## src/nrg_pkg.sv

```systemverilog
package nrg_pkg;

	localparam int unsigned BURST     = 8;
	localparam int unsigned TIME_W    = 48;
	localparam int unsigned REG_W     = 32;
	localparam int unsigned REQ_W     = 2;
	localparam int unsigned VERDICT_W = 2;
	localparam int unsigned CFG_IDX_W = 1;
	localparam int unsigned SLOT_W    = (BURST > 1) ? $clog2(BURST) : 1;
	localparam int unsigned CNT_W     = $clog2(BURST + 1);

	localparam logic [REG_W-1:0] WINDOW_RESET  = REG_W'(60000);
	localparam logic [REG_W-1:0] BACKOFF_RESET = REG_W'(30000);

	typedef enum logic [REQ_W-1:0] {
		REQ_CHECK   = 2'd0,
		REQ_FAIL    = 2'd1,
		REQ_SUCCESS = 2'd2
	} req_t;

	typedef enum logic [VERDICT_W-1:0] {
		VERDICT_ALLOW   = 2'd0,
		VERDICT_BACKOFF = 2'd1,
		VERDICT_LIMITED = 2'd2
	} verdict_t;

	typedef enum logic [CFG_IDX_W-1:0] {
		REG_WINDOW  = 1'd0,
		REG_BACKOFF = 1'd1
	} reg_idx_t;

endpackage

```

## src/nrg_if.sv

```systemverilog
interface nrg_req_if;
	logic                          valid;
	logic                          ready;
	logic [nrg_pkg::REQ_W-1:0]     req_type;
	logic [nrg_pkg::TIME_W-1:0]    now_ms;

	modport source (output valid, output req_type, output now_ms, input ready);
	modport sink   (input valid, input req_type, input now_ms, output ready);
endinterface

interface nrg_rsp_if;
	logic                          valid;
	logic                          ready;
	logic [nrg_pkg::VERDICT_W-1:0] verdict;
	logic                          first_flag;

	modport source (output valid, output verdict, output first_flag, input ready);
	modport sink   (input valid, input verdict, input first_flag, output ready);
endinterface

```

## src/notify_rate_gate_unit.sv

```systemverilog
// Notify rate gate: sliding-window rate limiter with failure backoff.
// req channel: one transaction per request (req_type check/failed/succeeded,
// now_ms 48-bit timestamp). rsp channel: exactly one transaction per request,
// in order, carrying verdict and first_flag.
// Configuration: cfg_we writes cfg_data into window_ms (index 0) or
// backoff_ms (index 1); write only while no request is in flight.
// Flow: an accepted request is held in the input register; the decision
// logic then writes its result into the result register that drives rsp.
// Throughput: one request per cycle while rsp is not held off; the gate
// state and the 8-entry timestamp ring are updated in the same cycle as the
// decision, so the next request sees them immediately. The path is set by
// the 48-bit age subtract and window compare.
// Stall: while rsp is held off, one request waits in the input register and
// one result in the result register; req.ready drops only when both are full.
// Reset (arst_n low): the gate leaves failing state, the ring is empty,
// registers return to window 60000 ms and backoff 30000 ms, both channels
// are empty.
module notify_rate_gate_unit (
	input  logic                            clk,
	input  logic                            arst_n,
	nrg_req_if.sink                         req,
	nrg_rsp_if.source                       rsp,
	input  logic                            cfg_we,
	input  logic [nrg_pkg::CFG_IDX_W-1:0]   cfg_index,
	input  logic [nrg_pkg::REG_W-1:0]       cfg_data
);

	localparam logic [nrg_pkg::CNT_W-1:0]  FULL_CNT  = nrg_pkg::CNT_W'(nrg_pkg::BURST);
	localparam logic [nrg_pkg::SLOT_W:0]   BURST_EXT = (nrg_pkg::SLOT_W + 1)'(nrg_pkg::BURST);
	localparam logic [nrg_pkg::SLOT_W-1:0] LAST_SLOT = nrg_pkg::SLOT_W'(nrg_pkg::BURST - 1);

	logic                            valid_s1;
	logic [nrg_pkg::REQ_W-1:0]       req_s1;
	logic [nrg_pkg::TIME_W-1:0]      now_s1;

	logic                            rsp_valid_q;
	nrg_pkg::verdict_t               verdict_q;
	logic                            first_q;

	logic [nrg_pkg::REG_W-1:0]       window_q;
	logic [nrg_pkg::REG_W-1:0]       backoff_q;

	logic [nrg_pkg::TIME_W-1:0]      ring_q [nrg_pkg::BURST];
	logic [nrg_pkg::SLOT_W-1:0]      oldest_q;
	logic [nrg_pkg::CNT_W-1:0]       held_q;
	logic                            failing_q;
	logic [nrg_pkg::TIME_W-1:0]      backoff_end_q;
	logic                            backoff_told_q;
	logic                            limit_told_q;

	logic [nrg_pkg::SLOT_W-1:0]      oldest_d;
	logic [nrg_pkg::CNT_W-1:0]       held_d;
	logic                            failing_d;
	logic [nrg_pkg::TIME_W-1:0]      backoff_end_d;
	logic                            backoff_told_d;
	logic                            limit_told_d;
	logic                            ring_we;
	logic [nrg_pkg::SLOT_W-1:0]      ring_wa;
	nrg_pkg::verdict_t               verdict_d;
	logic                            first_d;

	logic                            advance;
	logic                            full;
	logic [nrg_pkg::TIME_W-1:0]      age;
	logic [nrg_pkg::SLOT_W:0]        tail_sum;
	logic [nrg_pkg::SLOT_W-1:0]      tail_slot;
	logic [nrg_pkg::SLOT_W-1:0]      oldest_next;

	assign advance   = valid_s1 && (!rsp_valid_q || rsp.ready);
	assign req.ready = !valid_s1 || advance;

	assign rsp.valid      = rsp_valid_q;
	assign rsp.verdict    = verdict_q;
	assign rsp.first_flag = first_q;

	assign full        = (held_q == FULL_CNT);
	assign age         = now_s1 - ring_q[oldest_q];
	assign tail_sum    = {1'b0, oldest_q} + {1'b0, held_q[nrg_pkg::SLOT_W-1:0]};
	assign tail_slot   = (tail_sum >= BURST_EXT) ? nrg_pkg::SLOT_W'(tail_sum - BURST_EXT)
	                                             : tail_sum[nrg_pkg::SLOT_W-1:0];
	assign oldest_next = (oldest_q == LAST_SLOT) ? '0 : oldest_q + 1'b1;

	always_comb begin
		oldest_d       = oldest_q;
		held_d         = held_q;
		failing_d      = failing_q;
		backoff_end_d  = backoff_end_q;
		backoff_told_d = backoff_told_q;
		limit_told_d   = limit_told_q;
		ring_we        = 1'b0;
		ring_wa        = tail_slot;
		verdict_d      = nrg_pkg::VERDICT_ALLOW;
		first_d        = 1'b0;
		unique case (req_s1)
			nrg_pkg::REQ_CHECK: begin
				if (failing_q && (now_s1 < backoff_end_q)) begin
					verdict_d      = nrg_pkg::VERDICT_BACKOFF;
					first_d        = !backoff_told_q;
					backoff_told_d = 1'b1;
				end else if (full &&
						(age < {{(nrg_pkg::TIME_W - nrg_pkg::REG_W){1'b0}}, window_q})) begin
					verdict_d    = nrg_pkg::VERDICT_LIMITED;
					first_d      = !limit_told_q;
					limit_told_d = 1'b1;
				end else begin
					ring_we = 1'b1;
					if (full) begin
						ring_wa  = oldest_q;
						oldest_d = oldest_next;
					end else begin
						held_d = held_q + 1'b1;
					end
					limit_told_d   = 1'b0;
					backoff_told_d = 1'b0;
				end
			end
			nrg_pkg::REQ_FAIL: begin
				first_d        = !failing_q;
				failing_d      = 1'b1;
				backoff_end_d  = now_s1 + {{(nrg_pkg::TIME_W - nrg_pkg::REG_W){1'b0}}, backoff_q};
				backoff_told_d = 1'b0;
			end
			nrg_pkg::REQ_SUCCESS: begin
				first_d       = failing_q;
				failing_d     = 1'b0;
				backoff_end_d = '0;
			end
			default: begin
			end
		endcase
	end

	always_ff @(posedge clk or negedge arst_n) begin
		if (!arst_n) begin
			valid_s1       <= 1'b0;
			rsp_valid_q    <= 1'b0;
			window_q       <= nrg_pkg::WINDOW_RESET;
			backoff_q      <= nrg_pkg::BACKOFF_RESET;
			oldest_q       <= '0;
			held_q         <= '0;
			failing_q      <= 1'b0;
			backoff_end_q  <= '0;
			backoff_told_q <= 1'b0;
			limit_told_q   <= 1'b0;
		end else begin
			if (req.ready) begin
				valid_s1 <= req.valid;
			end
			if (advance) begin
				rsp_valid_q <= 1'b1;
			end else if (rsp.ready) begin
				rsp_valid_q <= 1'b0;
			end
			if (cfg_we) begin
				unique case (cfg_index)
					nrg_pkg::REG_WINDOW:  window_q  <= cfg_data;
					nrg_pkg::REG_BACKOFF: backoff_q <= cfg_data;
					default: begin
					end
				endcase
			end
			if (advance) begin
				oldest_q       <= oldest_d;
				held_q         <= held_d;
				failing_q      <= failing_d;
				backoff_end_q  <= backoff_end_d;
				backoff_told_q <= backoff_told_d;
				limit_told_q   <= limit_told_d;
			end
		end
	end

	always_ff @(posedge clk) begin
		if (req.valid && req.ready) begin
			req_s1 <= req.req_type;
			now_s1 <= req.now_ms;
		end
		if (advance) begin
			verdict_q <= verdict_d;
			first_q   <= first_d;
			if (ring_we) begin
				ring_q[ring_wa] <= now_s1;
			end
		end
	end

`ifndef SYNTHESIS
	a_held_bound: assert property (@(posedge clk) disable iff (!arst_n)
		held_q <= FULL_CNT)
		else $error("held count beyond ring depth");

	a_oldest_zero_until_full: assert property (@(posedge clk) disable iff (!arst_n)
		!full |-> (oldest_q == '0))
		else $error("oldest slot moved before ring filled");

	a_allow_clears_told: assert property (@(posedge clk) disable iff (!arst_n)
		(advance && (req_s1 == nrg_pkg::REQ_CHECK) && (verdict_d == nrg_pkg::VERDICT_ALLOW))
		|=> (!limit_told_q && !backoff_told_q))
		else $error("allowed check left a denial marked as told");

	a_backoff_needs_failing: assert property (@(posedge clk) disable iff (!arst_n)
		(advance && (verdict_d == nrg_pkg::VERDICT_BACKOFF)) |-> failing_q)
		else $error("backoff denial while not failing");

	a_result_held: assert property (@(posedge clk) disable iff (!arst_n)
		(rsp_valid_q && !rsp.ready) |=> (rsp_valid_q && $stable(verdict_q) && $stable(first_q)))
		else $error("stalled result overwritten");
`endif

endmodule

```

## src/flat_wrapper.sv

```systemverilog
// flat-port wrapper written by rule: the top's interface ports become plain ports
module notify_rate_gate_unit_flat 
  (clk, arst_n, cfg_we, cfg_index, cfg_data, req_valid, req_req_type, req_now_ms, req_ready, rsp_valid, rsp_verdict, rsp_first_flag, rsp_ready);
  nrg_req_if req_i ();
  nrg_rsp_if rsp_i ();
  input  logic clk;
  input  logic arst_n;
  input  logic cfg_we;
  input  logic [nrg_pkg::CFG_IDX_W-1:0] cfg_index;
  input  logic [nrg_pkg::REG_W-1:0] cfg_data;
  input wire logic [$bits(req_i.valid)-1:0] req_valid;
  input wire logic [$bits(req_i.req_type)-1:0] req_req_type;
  input wire logic [$bits(req_i.now_ms)-1:0] req_now_ms;
  output wire logic [$bits(req_i.ready)-1:0] req_ready;
  output wire logic [$bits(rsp_i.valid)-1:0] rsp_valid;
  output wire logic [$bits(rsp_i.verdict)-1:0] rsp_verdict;
  output wire logic [$bits(rsp_i.first_flag)-1:0] rsp_first_flag;
  input wire logic [$bits(rsp_i.ready)-1:0] rsp_ready;
  assign req_i.valid = req_valid;
  assign req_i.req_type = req_req_type;
  assign req_i.now_ms = req_now_ms;
  assign req_ready = req_i.ready;
  assign rsp_valid = rsp_i.valid;
  assign rsp_verdict = rsp_i.verdict;
  assign rsp_first_flag = rsp_i.first_flag;
  assign rsp_i.ready = rsp_ready;
  notify_rate_gate_unit u_core (.clk(clk), .arst_n(arst_n), .req(req_i), .rsp(rsp_i), .cfg_we(cfg_we), .cfg_index(cfg_index), .cfg_data(cfg_data));
endmodule
```

## config.mk

```make
export PLATFORM = sky130hd
export DESIGN_NAME = notify_rate_gate_unit_flat
export DESIGN_NICKNAME = d
export VERILOG_FILES = /design/src/nrg_pkg.sv /design/src/nrg_if.sv /design/src/notify_rate_gate_unit.sv /design/src/flat_wrapper.sv
export SDC_FILE = /design/constraint.sdc
export NUM_CORES = 1
export LEC_CHECK = 0
export BUFFER_PORTS_ARGS = -buffer_cell sky130_fd_sc_hd__buf_2
export CAP_MARGIN = 40
export CORE_UTILIZATION = 35
export CTS_CLUSTER_DIAMETER = 150
export DETAILED_ROUTE_END_ITERATION = 12
export MAX_ROUTING_LAYER = met4
export SLEW_MARGIN = 20
export SYNTH_ARGS = -nofsm -noshare
export SYNTH_HDL_FRONTEND = slang
export SYNTH_SLANG_ARGS = --single-unit
```

## constraint.sdc

```tcl
create_clock -name clk -period 22.5 [get_ports clk]
set_clock_uncertainty 0.2 [all_clocks]
set_input_delay 0 -clock clk [delete_from_list [all_inputs] [get_ports clk]]
set_output_delay 0 -clock clk [all_outputs]
set_load 0.05 [all_outputs]
```

==> reports/metrics.cfg <==
[cts]
cts_tree=done
numCtsBuffers=61
cts.reportedPaths.clkPinSlew_ns=0.06
cts.sinks=561
cts.path.max_buffers=3
clock_latency_ns=0.64
htreeDepth=2
cts-root-buf=clkbuf_16

[placed_design]
place_area_um2=29900
hpwl_um=49100
dp.cells=3147
io_buffers=92
gp_congestion=0.871
pre_cts_ws_ns=13.46

[worst_setup_path]
reg2reg_slack_ns=13.63
crit_path_max_fanout=54
critPathArrivalTime_ns=8.93
critPathKind=flip-flop to flip-flop
worstRegToRegCells=25
crit_required_ns=22.56
worstSetupEndpointType=flip-flop
startpoint_type=flip-flop
r2r_start=u_core.oldest_q[1]
timing.rr.end=u_core.ring_q[7][29]

[cells_and_area]
final_layout_size_suffix_gt1_frac=0.180
area_delta_synth_final_pct=22.5
final_cells=3477
fin_area_um2=34200
fill_cells=7045
layout_common_cells=edfxtp_1, dlygate4sd3_1, ha_1, nand2_1, o21ai_0
final_common_cell=edfxtp_1
utilization=0.433
layout.nets=2631

[timing]
fin_crit_sh=0.394
holdWs_ns=0.0180
setup_viol=0
finalMaxSlewViolations=0
tightestPinTransition_ns=0.794
final.min_clock_period_ns=8.87
setup-tns-final_ns=0
max_freq_ghz=0.113
rsz0062_at_grt=false
hold_viol_final=0
slew_headroom=0.471
fin_ws_ns=13.63

[floorplanning]
die_w_um=284
rows=103
die_h_um=284
core_um2=79000
die_area_um2=80900
num_io_pins=93
start_util=0.353

[job]
drv_cap=0

[drt]
dr_total_vias=18000
avgViaCountPerCell=5.18
first_pass_iters=5
dr.first_iter.drc_count=1227
route.detailed.drc=0
drt-total-wl_um=71900
detail-route-antenna-nets=0
wl_per_cell_um=20.7

[logic_synthesis]
synth_nets=2303
async_flop_share=0.221
synth.avg_cell_area_um2=13.7
yosysUniqueCellTypes=86
synthSimpleGateAreaFrac=0.0746
ys_ff_latch=561
synth_edf_count=437
yosysWarnings=0
synthAdderAreaFrac=0.0770
synth_top_family_by_area=multiplexers
yosysSeqAreaShare=0.582
synthFlopType=edfxtp_1
netlist_area_um2=27900
synth_xor_xnor_area_share=0.0270
synthMuxAreaShare=0.113
synth_compound_area_frac=0.102
syn-instance-count=2045

[global_routing]
grt_max_degree=64
antenna_found_initial=1
globalRouteOverflowTotal=0
grt_usage=0.184
grt_pass1_vias=18500
grt_pass1_wl_um=111000

[power_and_ir_drop]
power_mw=2.99
leakage_nw=12.5
ir_drop_mv=0.0579
p_per_area_nw_per_um2=87.3

[hold_path]
hold_path_end=u_core.backoff_q[31]
hold_start=cfg_data[31]
hold_path_class=primary input to flip-flop
worstHoldPathCells=3

[run_status]
status=complete, no violations

critical path, stage by stage, from the launching register on:
cell and delay [ns]:
dfrtp_4 0.70, buf_4 0.69, mux4_2 0.40, mux2i_1 0.23, ha_1 0.31, a21o_1 0.20
or3_1 0.33, o21a_1 0.23, or2_2 0.34, a21oi_1 0.24, nor2b_1 0.09, a21oi_1 0.19
xnor2_1 0.14, ha_1 0.26, a21o_1 0.16, a21o_1 0.17, a21o_1 0.18, a2111oi_0 0.46
a31oi_1 0.22, nor4_1 0.35, nand3_2 0.15, nor4_2 0.43, and4_4 0.38, o21ai_0 0.17
a21oi_4 0.67, buf_4 0.55
worst max path at each step:
stage	from	endpoint	slack, ns	cells after the start
finish	u_core.oldest_q[1]	u_core.ring_q[7][29]	13.63	25
global route	u_core.oldest_q[1]	u_core.ring_q[7][29]	13.03	25
CTS	u_core.oldest_q[0]	u_core.ring_q[6][29]	13.38	25
detailed placement	u_core.oldest_q[0]	u_core.ring_q[6][29]	13.46	25
global placement	u_core.oldest_q[0]	u_core.ring_q[5][47]	13.28	25
floorplan	u_core.oldest_q[0]	u_core.ring_q[0][0]	12.99	27
where the power goes:
part           internal [mW]  total [mW]  switching (mW)
Combinational          0.304       0.693           0.389
Clock                  0.601        1.03           0.431
Sequential              1.20        1.26          0.0566
cell type report:
| cell class | instances | area (um^2) | area share |
|---|---|---|---|
| sequential | 561 | 16300 | 0.475 |
| multi-input combinational | 1309 | 11100 | 0.325 |
| timing repair buffer | 337 | 3050 | 0.0891 |
| clock buffer | 71 | 1630 | 0.0475 |
| tap | 1050 | 1310 | 0.0384 |
| clock inverter | 45 | 468 | 0.0137 |
| inverter | 103 | 387 | 0.0113 |
| antenna | 1 | 2.50 | 0.0000732 |
timing repair:
| action | in CTS | in global routing |
|---|---|---|
| hold endpoints to repair | 226 | 0 |
| setup buffers | 0 | 0 |
| endpoints found under the setup margin | 0 | 0 |
| gates resized for setup | 0 | 0 |
| hold buffers | 208 | 0 |
cells by family (layout without fill, tap and decap cells):
| family | count (synthesis) | count (layout) |
|---|---|---|
| mux | 189 | 189 |
| other cells | 0 | 1 |
| simple gates | 425 | 425 |
| flops | 561 | 561 |
| compound gates | 439 | 439 |
| buf+inv | 175 | 556 |
| xor+xnor | 86 | 86 |
| fa+ha+maj | 170 | 170 |
layer usage:
layer	wire, um	global-route usage	share of wire	vias to the layer above
met5	0	-	0	-
met4	1190	0.0363	0.017	0
met3	2810	0.0230	0.039	75
met2	35000	0.304	0.49	351
met1	32900	0.244	0.46	9087
li1	-	-	-	8484
flip-flops by register name (all words and copies together), names as in the netlist:
signal / cells
u_core.backoff_end_q: 48
u_core.backoff_q: 32
u_core.backoff_told_q: 1
u_core.failing_q: 1
u_core.held_q: 4
u_core.limit_told_q: 1
u_core.now_s1: 48
u_core.oldest_q: 3
u_core.req_s1: 2
u_core.ring_q: 384
u_core.rsp.first_flag: 1
u_core.rsp.valid: 1
u_core.rsp.verdict: 2
u_core.valid_s1: 1
u_core.window_q: 32
cells in the mapped netlist, drive strengths merged (43+ instances only):
cell type	count	area, um^2
ha	167	2090
a21o	60	450
inv	103	387
dfrtp	110	2750
nor2	76	285
edfxtp	437	13100
mux4	96	2160
mux2i	50	500
xnor2	48	420
clkbuf	43	161
a21oi	111	578
nand2	164	618
mux2	43	488
o21ai	141	713
Power figures use the tool's default switching activity.
